--- src/design/qvd_pkg.sv ---
// Package for the quantized vertex dedup block: widths, hash constant and defaults.
// No dependencies; used by the interfaces, the top level and the quantizer.
package qvd_pkg;

    localparam int FIELD_BITS = 21;
    localparam int KEY_W      = 3 * FIELD_BITS;
    localparam int VIDX_W     = 12;
    localparam int EPOCH_W    = 8;
    localparam int SHIFT_W    = 5;
    localparam int APB_AW     = 3;
    localparam int APB_DW     = 32;

    localparam logic [63:0] HASH_MULT = 64'h9E37_79B9_7F4A_7C15;

    localparam int HASH_SLOTS_DEF = 8192;
    localparam int MAX_UNIQUE_DEF = 4096;
    localparam int COORD_BITS_DEF = 32;

    localparam logic REG_QUANT_SHIFT = 1'b0;

endpackage

--- src/design/qvd_quant.sv ---
// Coordinate quantizer: arithmetic shift with truncation toward zero, low 21 bits kept.
// Depends on qvd_pkg for field and shift widths.
module qvd_quant #(
    parameter int COORD_BITS = qvd_pkg::COORD_BITS_DEF
) (
    input  logic [COORD_BITS-1:0]       i_coord,
    input  logic [qvd_pkg::SHIFT_W-1:0] i_shift,
    output logic [qvd_pkg::FIELD_BITS-1:0] o_q
);
    import qvd_pkg::*;

    logic [COORD_BITS-1:0] shifted;
    logic [COORD_BITS-1:0] lost_mask;
    logic                  corr;

    always_comb begin
        shifted   = COORD_BITS'($signed(i_coord) >>> i_shift);
        lost_mask = ~({COORD_BITS{1'b1}} << i_shift);
        // negative value with dropped bits: floor -> toward zero
        corr      = i_coord[COORD_BITS-1] & (|(i_coord & lost_mask));
        o_q       = shifted[FIELD_BITS-1:0] + {{(FIELD_BITS-1){1'b0}}, corr};
    end
endmodule
--- config.mk ---
export PLATFORM = sky130hd
export DESIGN_NAME = qvd_quant
export DESIGN_NICKNAME = d
export VERILOG_FILES = /design/src/design/qvd_pkg.sv /design/src/design/qvd_quant.sv
export SDC_FILE = /design/constraint.sdc
export NUM_CORES = 1
export LEC_CHECK = 0
export BUFFER_PORTS_ARGS = -buffer_cell sky130_fd_sc_hd__buf_2
export CAP_MARGIN = 20
export CORE_AREA = 4 4 101 103
export DETAILED_ROUTE_END_ITERATION = 8
export DIE_AREA = 0 0 105 107
export GPL_ROUTABILITY_DRIVEN = 0
export SETUP_SLACK_MARGIN = 0.4
export SYNTH_ARGS = -nofsm -noshare
export SYNTH_HDL_FRONTEND = slang
export SYNTH_SLANG_ARGS = --single-unit
--- constraint.sdc ---
create_clock -name vclk -period 4.55
set_clock_uncertainty 0.15 [all_clocks]
set_input_delay 0.91 -clock vclk [all_inputs]
set_output_delay 0.91 -clock vclk [all_outputs]
set_load 0.05 [all_outputs]
==> out/qor.yml <==
status: "finished, violations left"
violations: "setup timing"
drive_above_1_share_pct: 60.7
synth_common_cells: "nor2_1, a21oi_1, nand2_1"
syn_area_um2: 2720
ant_nets: 0
grt_pass1_wl_um: 18400
layout_setup_ws_ns: -0.0982
path_common_cell: "buf_12"
worstSetupPathType: "input pin to primary output"
peakVddDrop_mv: 0.0699
fmax_ghz: 0.215
pwr-share-seq_pct: 0
syn_to_final_growth_pct: 83.8
cp_max_fo: 7
setup_violations: 11
track_usage_pct: 19.5
n_sequential_cell: 0
arrival_ns: 3.59
crit_chain: "buf_12 > buf_12 > buf_8 > mux2_4 > mux4_2 > nor2b_4 > or3_4 > ha_4 > inv_4 > nor4_4 > buf_4 > nand3b_1 > xor2_4 > buf_6"
hold_violations: 0
die_h_um: 107
num_vias: 3768
dpl_worst_slack_ns: -0.475
viasPerCell: 5.93
rows: 35
synth.top_cells.by_area: "mux4_2, mux4_1, mux2_2, a21oi_1, nor2_1"
synth_area_per_cell_um2: 7.83
first_pass_iters: 5
critPathCaptureType: "primary output"
regArea_um2: 0
die_x_um: 105
start_util_pct: 29.5
syn-instance-count: 347
yosys.cell_types.count: 57
first_global_vias: 3644
period_share_pct: 102
max_slew_margin_pct: 58.3
seq_area_frac_synth_pct: 0
syn_nets: 386
routedWlPerCell_um: 18.0
drv_slew: 0
cap_violations: 0
setup-tns-final_ns: -0.593
rsz0062_at_grt: "true"
hold_buffers: 0
synth_most_common_cell: "nor2_1"
pwr-share-comb_pct: 100.0
antennaDiodeCount: 0
ioPinCount: 58
p_leak_nw: 2.04
grt_max_degree: 20
multi_input_area_um2: 3100
antenna_found_initial: 0
synth_warnings: 0
switchingPower_mw: 0.399
nets: 565
die_area_um2: 11200
required_ns: 3.49
crit_path_end: "o_q[8]"
p_per_area_nw_per_um2: 153
grt_overflow: 0
core_area_um2: 9200
cp_slowest_stage_delay_ns: 0.53
p_int_mw: 0.367
port-buffer-count: 58
nClkBuffers: 0
p_total_mw: 0.766
min_path_type: "input pin to primary output"
routed_wl_um: 11400
placed_area_um2: 4300
startpoint_type: "input pin"
startpoint: "i_shift[0]"
drcViolationCount: 0
p_clk_share_pct: 0
dp_hpwl_um: 8830
drt_iter0_drc: 454
swShare_pct: 52.1
fin_crit_ns: 4.65
n_fill_cell: 831
tightest_slew_ns: 0.623
fin_area_um2: 4990
synth_top_area_cell: "mux4_2"
synth_top_area_share_pct: 12.4
cp_slowest_cell: "mux4_2"
worst_hold_slack_ns: 2.47
min_path_cells: 5
## layer usage
metal  GRT usage (%)  up-vias  share of wire [%]
met1            26.0     1784                 41
met4            6.28        0                3.1
met2            33.1      221                 49
li1                -     1724                  -
met5               0        -                  0
met3            1.69       39                7.2
## through the flow
step,instances,util (%)
2_1_floorplan,347,-
3_3_place_gp,605,46.8
3_5_place_dp,605,46.8
4_1_cts,626,52.2
5_1_grt,635,54.3
6_report,635,54.3
## cell families after synthesis
| kind of cell | share of synthesized area (%) |
|---|---|
| AO/OA/AOI/OAI | 27.3 |
| XOR/XNOR | 5.48 |
| adder cells (fa/ha/maj) | 0.921 |
| buffers and inverters | 7.09 |
| multiplexers | 35.1 |
| AND/OR/NAND/NOR | 24.1 |
## worst min-delay path by stage
stage / start / to / slack, ns
after floorplan: i_shift[3] / o_q[20] / 2.12
after global placement: i_shift[3] / o_q[6] / 2.49
after detailed placement: i_shift[3] / o_q[6] / 2.50
after CTS: i_shift[3] / o_q[6] / 2.45
after global routing: i_shift[3] / o_q[6] / 2.49
final: i_shift[3] / o_q[6] / 2.47
## power groups by stage
| stage | sequential (mW) | combinational [mW] | clock, mW |
|---|---|---|---|
| finish | 0 | 0.766 | 0 |
| detailed placement | 0 | 0.648 | 0 |
| global route | 0 | 0.810 | 0 |
| floorplan | 0 | 0.425 | 0 |
| global placement | 0 | 0.642 | 0 |
| CTS | 0 | 0.733 | 0 |
## placed cells by master, fill, tap and decap left out, types with 5 or more instances in the layout
cell type	instances
buf_4	125
or2_2	5
nand2_1	24
mux2_2	16
buf_12	9
buf_2	36
mux2i_1	6
a21oi_1	27
nor3_1	6
xnor2_4	8
nand2b_1	8
xor2_4	8
inv_1	5
buf_6	31
o22ai_1	18
mux4_1	8
o21ai_0	20
nor2_1	34
nor4_4	5
mux4_2	19
nand3_1	7
nor2b_1	5
nand4_1	5
## layout make-up
type               instances  share of cell area, %
well taps                111                   2.78
inverters                  9                  0.727
multi-input cells        310                   62.0
repair buffers           205                   34.5
## critical path: cells and delay by family
family	cells	cell delay (ns)
and+or+nand+nor	4	0.73
buffers and inverters	6	0.76
xor gates and xnor gates	1	0.16
adders and majority gates	1	0.18
muxes	2	0.83
## repair_timing
action / 4_1_cts / 5_1_grt
buffers inserted: 19 / 9
gates resized for setup: 89 / 24
pin swaps: 32 / 25
hold endpoints to repair: 0 / 0
endpoints found under the setup margin: 21 / 21
cloned: 2 / 0
(Power assumes the default switching activity.)
