## src/design/qvd_ram.sv

```systemverilog
// Generic simple dual-port RAM: one write port, one read port with registered data.
// No dependencies.
module qvd_ram #(
    parameter int WIDTH = 8,
    parameter int DEPTH = 16
) (
    input  logic                     i_clk,
    input  logic                     i_we,
    input  logic [$clog2(DEPTH)-1:0] i_waddr,
    input  logic [WIDTH-1:0]         i_wdata,
    input  logic                     i_re,
    input  logic [$clog2(DEPTH)-1:0] i_raddr,
    output logic [WIDTH-1:0]         o_rdata
);
    logic [WIDTH-1:0] r_mem [DEPTH];
    logic [WIDTH-1:0] r_rdata;

    always_ff @(posedge i_clk) begin
        if (i_we) begin
            r_mem[i_waddr] <= i_wdata;
        end
        if (i_re) begin
            r_rdata <= r_mem[i_raddr];
        end
    end

    assign o_rdata = r_rdata;
endmodule

```

## config.mk

```make
export PLATFORM = sky130hd
export DESIGN_NAME = qvd_ram
export DESIGN_NICKNAME = d
export VERILOG_FILES = /design/src/design/qvd_ram.sv
export SDC_FILE = /design/constraint.sdc
export NUM_CORES = 1
export LEC_CHECK = 0
export BUFFER_PORTS_ARGS = -buffer_cell sky130_fd_sc_hd__buf_2
export CAP_MARGIN = 25
export CORE_ASPECT_RATIO = 0.9
export CORE_MARGIN = 10
export CORE_UTILIZATION = 65
export DETAILED_ROUTE_END_ITERATION = 10
export GPL_TIMING_DRIVEN = 0
export PLACE_DENSITY_LB_ADDON = 0.3
export SYNTH_ARGS = -nofsm -noshare
export SYNTH_HDL_FRONTEND = slang
export SYNTH_SLANG_ARGS = --single-unit
export TNS_END_PERCENT = 30
```

## constraint.sdc

```tcl
create_clock -name i_clk -period 3.25 [get_ports i_clk]
set_clock_uncertainty 0.2 [all_clocks]
set_input_delay 0.1625 -clock i_clk [delete_from_list [all_inputs] [get_ports i_clk]]
set_output_delay 0.1625 -clock i_clk [all_outputs]
set_load 0.02 [all_outputs]
```

==> impl_metrics.tcl, run 1 <==
set metrics [dict create \
    ys_top_cells_by_count "edfxtp_1 (136), mux4_2 (18), a22oi_1 (16)" \
    cts-root-to-sink-buffers 2 \
    fillerInstances 350 \
    globalplace.congestion 0.756 \
    critical_path.startpoint_type "input pin" \
    die_w_um 115 \
    synth_top_cell_by_area "edfxtp_1" \
    via_total_after_detailed_routing 2624 \
    synth_seq_area_share 0.781 \
    min_period_ns 1.86 \
    post-route-drc-count 0 \
    first_pass_grt_wire_length_um 16900 \
    simple_gate_share_of_the_synthesized_area 0.0314 \
    flop_and_latch_count_out_of_synthesis 136 \
    areaGrowthSynthToFinish_pct 19.3 \
    synth_xor_area_frac 0 \
    synth-compound-area-share 0.0230 \
    worstPathArrival_ns 1.81 \
    routed_wire_length_per_instance_um 28.3 \
    fmaxAchievable_ghz 0.538 \
    required_ns 3.20 \
    crit_fanout 8 \
    clk_latency_ns 0.52 \
    drt-vias-per-instance 6.61 \
    avgSynthCellArea_um2 22.8 \
    yosys_most_used_dff "edfxtp_1" \
    cts.clk_slew.worst_paths_ns 0.06 \
    clock_tree_from_tritoncts "yes" \
    yosys.cell_types.count 18 \
    layout-drive-gt1-share 0.289 \
    final_hold_violations 0 \
    power_per_cell_area_nw_per_um2 675 \
    outcome "completed" \
    floorplan.initialDensity 0.679 \
    via_count_of_the_first_global_routing_pass 2722 \
    placement.cell_area_um2 5500 \
    finalPower_uw 4210 \
    relSlewSlack 0.457 \
    cts.htree.levels 4 \
    cts_hold_repair.buffers 12 \
    worst_setup_path_end_kind "flop" \
    core.rowCount 30 \
    timing_worst_setup_path_type "input pin to flop" \
    post_cts_sizing_count 0 \
    syn_nets 248 \
    yosys.area.top_type_share 0.781 \
    synth_adder_area_share 0 \
    final.setup.tns_ns 0 \
    fin_area_um2 6240 \
    irDropWorstVdd_mv 0.546 \
    numCtsBuffers 17 \
    postRouteAntennaNets 0 \
    design.die.area_um2 12000 \
    hpwl_um 6560 \
    grt_use_total 0.194 \
    drv_cap 0 \
    number_of_antenna_repair_diodes 0 \
    finalMaxSlewViolations 0 \
    hp-class "input pin to flop" \
    totalWireLength_um 11200 \
    rsz_0062_raised_after_global_routing "no" \
    cell_with_the_most_instances_after_synthesis "edfxtp_1" \
    grt_overflow 0 \
    drt_pre_antenna_iters 5 \
    num_io_pins 27 \
    drt_iter0_drc 262 \
    clk_root_buffer_cell "clkbuf_8" \
    post_cts.repair.setup_buffers 0 \
    synth.mux.area_fraction 0.148 \
    final.period_utilization 0.572 \
    async_reset_ff_frac 0 \
    worst-slew-pin-transition_ns 0.811 \
    synth.cell_area_um2 5230 \
    clkSinkCount 136 \
    synth_enable_flop_cells 136 \
    final-setup-viol-count 0 \
    placeableCoreArea_um2 7690 \
    ys_warn_count 0 \
    fin_nets 308 \
    place.port_buffers 25 \
    p_leak_uw 0.00213 \
    dieHeight_um 105 \
    postSynthCellCount 229 \
    antenna_violations_before_repair 0 \
    synth_top_family_by_area "multiplexers" \
    grt_start_max_net_pins 17 \
    ys_top_cells_by_area "edfxtp_1 (78%), mux4_2 (7.8%), mux4_1 (7.0%)" \
]
==> power breakdown <==
| group | total [µW] | internal, µW | switching [µW] |
|---|---|---|---|
| Clock | 2010 | 1310 | 699 |
| Combinational | 211 | 85.9 | 125 |
| Sequential | 1990 | 1980 | 10.8 |
==> stage by stage <==
stage | std cells | util | hold WS, ns | setup WS [ns]
finish | 397 | 0.811 | 0.0561 | 1.39
global route | 397 | 0.811 | 0.0749 | 1.34
CTS | 397 | 0.811 | 0.0455 | 1.39
detailed placement | 354 | 0.714 | 0.317 | 1.16
global placement | 350 | 0.711 | 0.307 | 0.880
floorplan | 229 | - | 0.0614 | 1.39
==> sequential cells by signal (all words and copies together), names as in the netlist <==
name and count:
r_mem 128, o_rdata 8
==> metal layers <==
metal	vias to the layer above	wire [µm]	GRT usage
met1	1343	4540	0.256
met2	157	5640	0.307
met3	18	841	0.0463
met4	0	204	0.0698
li1	1106	-	-
met5	-	0	0
==> cells by family (layout without fill, tap and decap cells) <==
kind of cell,count (synthesis),after routing
flip-flops,136,136
AO/OA/AOI/OAI,16,16
multiplexers,32,32
AND/OR/NAND/NOR,35,35
buffers and inverters,10,82
==> critical path, stage by stage <==
cell           delay, ns
dlygate4sd3_1       0.54
buf_2               0.18
nand2b_1            0.25
nor2_1              0.66
==> cell usage in the layout (no fill, tap or decap) <==
cell type,Yosys,layout
edfxtp_1,136,136
buf_2,3,30
mux4_2,18,18
a22oi_1,16,16
clkbuf_16,0,16
mux4_1,14,14
nor2_1,13,13
dlygate4sd3_1,0,12
nand2_1,9,9
bufinv_16,0,5
nor3_1,4,4
buf_6,3,3
clkdlybuf4s25_2,3,3
buf_4,1,3
clkinv_2,0,3
clkinv_4,0,3
nand3b_1,2,2
nand2b_1,2,2
clkinv_1,0,2
nor2b_1,1,1
and2_1,1,1
and2b_1,1,1
nand3_1,1,1
or3b_2,1,1
clkbuf_8,0,1
clkinvlp_4,0,1
==> worst paths after layout <==
check | startpoint | to | slack [ns] | cells after the start
hold reg to reg | r_mem[8][1]$_DFFE_PP_ | o_rdata[1]$_DFFE_PP_ | 0.57 | 3
setup / recovery | i_waddr[0] | r_mem[2][2]$_DFFE_PP_ | 1.39 | 4
setup reg to reg | r_mem[5][1]$_DFFE_PP_ | o_rdata[1]$_DFFE_PP_ | 1.45 | 3
hold / removal | i_raddr[1] | o_rdata[0]$_DFFE_PP_ | 0.06 | 4
==> cell type report <==
cell class,count,area (µm²),area share
timing repair buffer,41,270,0.0433
multi-input combinational,83,1060,0.169
tap,96,120,0.0193
clock buffer,17,414,0.0664
buffer,10,86.3,0.0138
clock inverter,14,206,0.0331
sequential,136,4080,0.655
Note: power is estimated with default switching activity, not from simulation.
==> run 2: changes to the inputs <==
Settings changed: ABC_AREA from default to 1, CORE_UTILIZATION 65 to 55.
Clock period 3.25 ns to 1.5 ns, I/O delays scaled along.
==> run 2 against run 1 <==
Critical path depth up 2. Flip-flop and latch count unchanged. Global-route usage grew 0.67 points. Core utilization shrank 15 points. Non-clock buffer count rose by 7. Design area increased by 10%. Worst setup slack lost 1.3 ns. Via count grew 55%. Clock power up 120%. Final cell count grew 88%. Largest cell class unchanged.
==> impl_metrics.tcl, run 2 <==
set metrics [dict create \
    ys_top_cells_by_count "nand2_1 (173), edfxtp_1 (136), inv_1 (100)" \
    grt_overflow 0 \
    clk_root_buffer_cell "clkbuf_16" \
    totalWireLength_um 14700 \
    power.clock.fraction 0.479 \
    power_per_cell_area_nw_per_um2 1370 \
    regArea_um2 4080 \
    final-setup-viol-count 0 \
    placement.cell_area_um2 6120 \
    via_total_after_detailed_routing 4060 \
    placeableCoreArea_um2 10300 \
    layout-drive-gt1-share 0.125 \
    final.period_utilization 0.917 \
    rsz_0062_raised_after_global_routing "no" \
    final_hold_violations 0 \
    mostFrequentLayoutCell "nand2_1" \
    layoutNonFillerInstCount 746 \
    drt_iter0_drc 555 \
    fin_nets 623 \
    critical_path.cell_chain "inv_1 -> nand2_1 -> nand3_1 -> nand3_1 -> nand3_1 -> nand2_1" \
    worst-slew-pin-transition_ns 0.931 \
    postRouteAntennaNets 0 \
    antenna_violations_before_repair 0 \
    clk_latency_ns 0.42 \
    drt_pre_antenna_iters 5 \
    areaGrowthSynthToFinish_pct 17.5 \
    via_count_of_the_first_global_routing_pass 3885 \
    post-route-drc-count 0 \
    crit_fanout 1 \
    yosys.cell_types.count 11 \
    ys_top_cells_by_area "edfxtp_1 (70%), nand2_1 (11%), nand3_1 (8.3%)" \
    largest_register_ffs 128 \
    place.port_buffers 23 \
    drt-vias-per-instance 5.44 \
    dieHeight_um 118 \
    ys_warn_count 0 \
    core.rowCount 35 \
    hpwl_um 9360 \
    critical_path.most_common_cell "nand3_1" \
    async_reset_ff_frac 0 \
    number_of_antenna_repair_diodes 0 \
    seq_power_share 0.457 \
    grt_use_total 0.201 \
    total_instance_count_after_detailed_placement 703 \
    post_cts.repair.setup_buffers 0 \
    numCtsBuffers 17 \
    power.share.switching 0.214 \
    routed_wire_length_per_instance_um 19.7 \
    yosys.area.top_type_share 0.698 \
    max_stage_delay_ns 0.37 \
    design.die.area_um2 15200 \
    hp-class "input pin to flop" \
    avgSynthCellArea_um2 10.6 \
    fmaxAchievable_ghz 0.727 \
    p_leak_uw 0.00298 \
    p_int_uw 7400 \
    net-switching-power_uw 2010 \
    yosys_most_used_dff "edfxtp_1" \
    die_w_um 129 \
    worstReg2RegStart "r_mem[10][4]$_DFFE_PP_" \
    irDropWorstVdd_mv 1.56 \
    first_pass_grt_wire_length_um 22500 \
    num_io_pins 27 \
    fillerInstances 785 \
    grt_start_max_net_pins 17 \
    cts.htree.levels 4 \
    fin_area_um2 6870 \
    cts.clk_slew.worst_paths_ns 0.06 \
    min_period_ns 1.38 \
    pwr-share-comb 0.064 \
    syn_nets 570 \
    critical_path.startpoint_type "flop" \
    timing.hold.worst_path_depth 3 \
    synth.cell_area_um2 5850 \
    outcome "completed" \
    floorplan.initialDensity 0.566 \
    relSlewSlack 0.377 \
    timing_worst_setup_path_type "flop to flop" \
    cts-root-to-sink-buffers 2 \
    globalplace.congestion 0.929 \
    critical-path-slowest-cell "edfxtp_1" \
    drv_cap 0 \
    multiInputGateArea_um2 1210 \
    synth_enable_flop_cells 136 \
    timing.hold.worst.start "i_raddr[3]" \
    clkSinkCount 136 \
    synth_seq_area_share 0.698 \
    worst_hold_slack_ns 0.0599 \
    timing.critical_path.from "r_mem[10][4]$_DFFE_PP_" \
    registers.top_by_ff_count "r_mem" \
    required_ns 1.46 \
    flop_and_latch_count_out_of_synthesis 136 \
    depth_of_the_worst_register_to_register_path 6 \
    clock_tree_from_tritoncts "yes" \
    worstPathArrival_ns 1.33 \
    postSynthCellCount 551 \
    worst_setup_path_end_kind "flop" \
    finalMaxSlewViolations 0 \
    cell_with_the_most_instances_after_synthesis "nand2_1" \
    layout.cells.most_common_list "nand2_1 (173), edfxtp_1 (136), inv_1 (100), nand3_1 (97), buf_2 (36)" \
    synth_top_cell_by_area "edfxtp_1" \
]
-- run 2: changes by cell type after synthesis, moves of 3 or more --
cell,change
mux4_2,-18
nor3_1,-4
inv_1,+100
nand2_1,+164
nand3_1,+96
buf_2,+10
buf_4,+3
buf_6,+3
mux4_1,-14
clkdlybuf4s25_2,-3
a22oi_1,-16
nor2_1,+4
-- run 2: cells by family (layout without fill, tap and decap cells) --
| family | Yosys count | count (layout) | synth area share |
|---|---|---|---|
| DFF | 136 | 136 | 0.698 |
| buffers and inverters | 126 | 192 | 0.0939 |
| and+or+nand+nor | 289 | 289 | 0.208 |
-- run 2: layer usage --
| metal | part of all wire | track usage | wire (µm) |
|---|---|---|---|
| met5 | 0 | 0 | 0 |
| met4 | 0.012 | 0.0597 | 170 |
| met3 | 0.11 | 0.0716 | 1590 |
| met2 | 0.46 | 0.294 | 6740 |
| met1 | 0.42 | 0.274 | 6180 |
-- run 2: worst paths after layout --
check | endpoint | slack, ns
worst max register to register | o_rdata[4]$_DFFE_PP_ | 0.12
worst min register to register | o_rdata[7]$_DFFE_PP_ | 0.59
worst max-delay path | o_rdata[4]$_DFFE_PP_ | 0.12
worst min-delay path | o_rdata[7]$_DFFE_PP_ | 0.06
-- run 2: cell type report --
type,instances,area share
inverter,102,0.0557
buffer,24,0.0242
tap,129,0.0235
timing repair buffer,34,0.0328
sequential,136,0.595
multi-input combinational,289,0.177
clock inverter,13,0.0295
clock buffer,19,0.0630
-- run 2: repair_timing --
item,4_1_cts,5_1_grt
hold buffers,11,0
endpoints found under the hold margin,140,0
setup endpoints to repair,0,0
resized for setup,0,0
-- run 2: critical path, delay by kind of cell (launching register included) --
| family | cells | cell delay (ns) |
|---|---|---|
| buffers and inverters | 1 | 0.07 |
| and+or+nand+nor | 5 | 0.48 |
| DFF | 1 | 0.37 |
-- run 2: through the flow --
stage	util	worst slack (ns)	power [µW]	TNS (ns)
5_1_grt	0.665	0.0472	9680	0
4_1_cts	0.665	0.112	9410	0
6_report	0.665	0.124	9410	0
2_1_floorplan	-	0.274	4700	0
3_3_place_gp	0.592	-0.267	4930	-14.52
3_5_place_dp	0.592	-0.328	4950	-19.46
-- run 2: power by group through the flow --
stage / Combinational [µW] / Clock, µW / Sequential [µW]
floorplan: 300 / 0 / 4400
global placement: 555 / 0 / 4380
detailed placement: 566 / 0 / 4380
CTS: 598 / 4510 / 4300
global route: 660 / 4710 / 4310
finish: 604 / 4510 / 4300
==> run 3: changes to the inputs <==
Settings changed: SKIP_CTS_REPAIR_TIMING from default to 1.
Clock period 1.5 ns to 1.1 ns, I/O delays scaled along.
==> run 3 against run 2 <==
The flow now finishes with violations (hold timing, setup timing). Core utilization is 3.0 points higher. Die area stayed put. Wire length is 2.4% higher. Final cell count is 0.27% lower. Via count hardly changed. Non-clock buffer count is 2 lower. Clock power is 36% higher. Critical path type unchanged. Critical endpoint unchanged. Fmax is 2.1% higher. First-iteration DRC count is 7.7% lower.
==> impl_metrics.tcl, run 3 (same netlist as run 2, synthesis figures left out) <==
set metrics [dict create \
    fillerInstances 738 \
    postRouteAntennaNets 0 \
    critical_path.most_common_cell "nand3_2" \
    worst-slew-pin-transition_ns 0.722 \
    clk_root_buffer_cell "clkbuf_16" \
    regArea_um2 4080 \
    largest_register_ffs 128 \
    numCtsBuffers 17 \
    outcome "finished, violations left" \
    timing.hold.worst.start "i_raddr[2]" \
    mostFrequentLayoutCell "nand2_1" \
    post-route-drc-count 0 \
    worstPathArrival_ns 1.32 \
    fmaxAchievable_ghz 0.742 \
    critical_path.startpoint_type "flop" \
    place.port_buffers 23 \
    ff_to_ff_setup_slack_ns -0.25 \
    worst_r2r_endpoint "o_rdata[4]$_DFFE_PP_" \
    core.rowCount 35 \
    critical-path-slowest-cell "edfxtp_1" \
    floorplan.initialDensity 0.566 \
    final-setup-viol-count 32 \
    final_critical_path_setup_slack_ns -0.247 \
    cts-root-to-sink-buffers 2 \
    clkSinkCount 136 \
    worst_hold_slack_ns -0.0670 \
    registers.top_by_ff_count "r_mem" \
    via_total_after_detailed_routing 4062 \
    max_stage_delay_ns 0.38 \
    hpwl_um 9360 \
    met3WireLength_um 1580 \
    grt_use_total 0.200 \
    p_leak_uw 0.00307 \
    via_count_of_the_first_global_routing_pass 3839 \
    final.period_utilization 1.22 \
    worstReg2RegStart "r_mem[0][4]$_DFFE_PP_" \
    placement.cell_area_um2 6120 \
    clock_tree_from_tritoncts "yes" \
    fin_area_um2 7180 \
    top_layer "met4" \
    grt_start_max_net_pins 17 \
    placeableCoreArea_um2 10300 \
    worst_setup_path_end_kind "flop" \
    drt_pre_antenna_iters 5 \
    final_hold_violations 6 \
    layout-drive-gt1-share 0.244 \
    required_ns 1.07 \
    multiInputGateArea_um2 1530 \
    design.die.area_um2 15200 \
    failed_checks "hold timing, setup timing" \
    met2RoutedLength_um 6880 \
    layout.cells.most_common_list "nand2_1 (160), edfxtp_1 (136), inv_1 (99), nand3_1 (52), nand3_2 (45)" \
    cts.htree.levels 4 \
    grt_overflow 0 \
    worst_hold_path.endpoint "o_rdata[1]$_DFFE_PP_" \
    drt-vias-per-instance 5.46 \
    die_w_um 129 \
    irDropWorstVdd_mv 2.12 \
    detail_route.wirelength.met1_um 6330 \
    finalPower_uw 13000 \
    relSlewSlack 0.517 \
    clk_latency_ns 0.42 \
    power_per_cell_area_nw_per_um2 1800 \
    dieHeight_um 118 \
    drv_cap 0 \
    rsz_0062_raised_after_global_routing "yes" \
    depth_of_the_worst_register_to_register_path 6 \
    globalplace.congestion 0.929 \
    drt_iter0_drc 512 \
    num_io_pins 27 \
    min_period_ns 1.35 \
    timing_worst_setup_path_type "flop to flop" \
    critical_path.cell_chain "inv_1 -> nand2_1 -> nand3_1 -> nand3_2 -> nand3_2 -> nand2_2" \
    totalWireLength_um 15000 \
    number_of_antenna_repair_diodes 0 \
    hp-class "input pin to flop" \
    fin_nets 621 \
    finalMaxSlewViolations 0 \
    routed_wire_length_per_instance_um 20.2 \
    areaGrowthSynthToFinish_pct 22.8 \
    cts.clk_slew.worst_paths_ns 0.06 \
    timing.hold.worst_path_depth 4 \
    antenna_violations_before_repair 0 \
    first_pass_grt_wire_length_um 22300 \
    crit_fanout 1 \
]
-- run 3: changes by cell type in the layout (fill, tap and decap cells not counted), sizes merged --
| cell | previous run | this run |
|---|---|---|
| dlygate4sd3 | 11 | 9 |
-- run 3: worst max-delay path, delay by kind of cell (launching register included) --
kind / cells / cell delay [ns]
AND/OR/NAND/NOR: 5 / 0.42
flip-flops: 1 / 0.38
buffers and inverters: 1 / 0.08
-- run 3: how the worst max path moves through the flow --
stage	depth (start not counted)	startpoint	endpoint	slack, ns
3_3_place_gp	3	i_waddr[3]	r_mem[4][3]$_DFFE_PP_	-0.65
6_report	6	r_mem[0][4]$_DFFE_PP_	o_rdata[4]$_DFFE_PP_	-0.25
4_1_cts	3	i_waddr[3]	r_mem[4][0]$_DFFE_PP_	-0.27
3_5_place_dp	3	i_waddr[3]	r_mem[4][0]$_DFFE_PP_	-0.71
5_1_grt	3	i_waddr[3]	r_mem[7][5]$_DFFE_PP_	-0.31
2_1_floorplan	2	i_waddr[3]	r_mem[4][0]$_DFFE_PP_	-0.11
-- run 3: routing by layer --
metal  global-route usage  up-vias
met4               0.0597        0
met5                    0        -
met1                0.276     1945
met2                0.288      206
li1                     -     1890
met3               0.0738       21
-- run 3: cell type report --
type / instances / share of cell area
tap: 129 / 0.0225
multi-input combinational: 289 / 0.213
timing repair buffer: 32 / 0.0312
clock inverter: 13 / 0.0282
inverter: 102 / 0.0533
sequential: 136 / 0.569
clock buffer: 19 / 0.0603
buffer: 24 / 0.0232
-- run 3: through the flow --
stage | std cells | setup WS [ns] | TNS [ns] | utilization
floorplan | 551 | -0.106 | -10.90 | -
detailed placement | 703 | -0.708 | -71.14 | 0.592
global route | 744 | -0.306 | -8.54 | 0.695
finish | 744 | -0.247 | -6.21 | 0.695
CTS | 735 | -0.268 | -14.71 | 0.654
global placement | 703 | -0.647 | -65.78 | 0.592
-- run 3: report_power, final --
part / switching (µW) / total [µW] / internal, µW
Clock: 2140 / 6150 / 4010
Combinational: 648 / 930 / 282
Sequential: 30.5 / 5870 / 5840
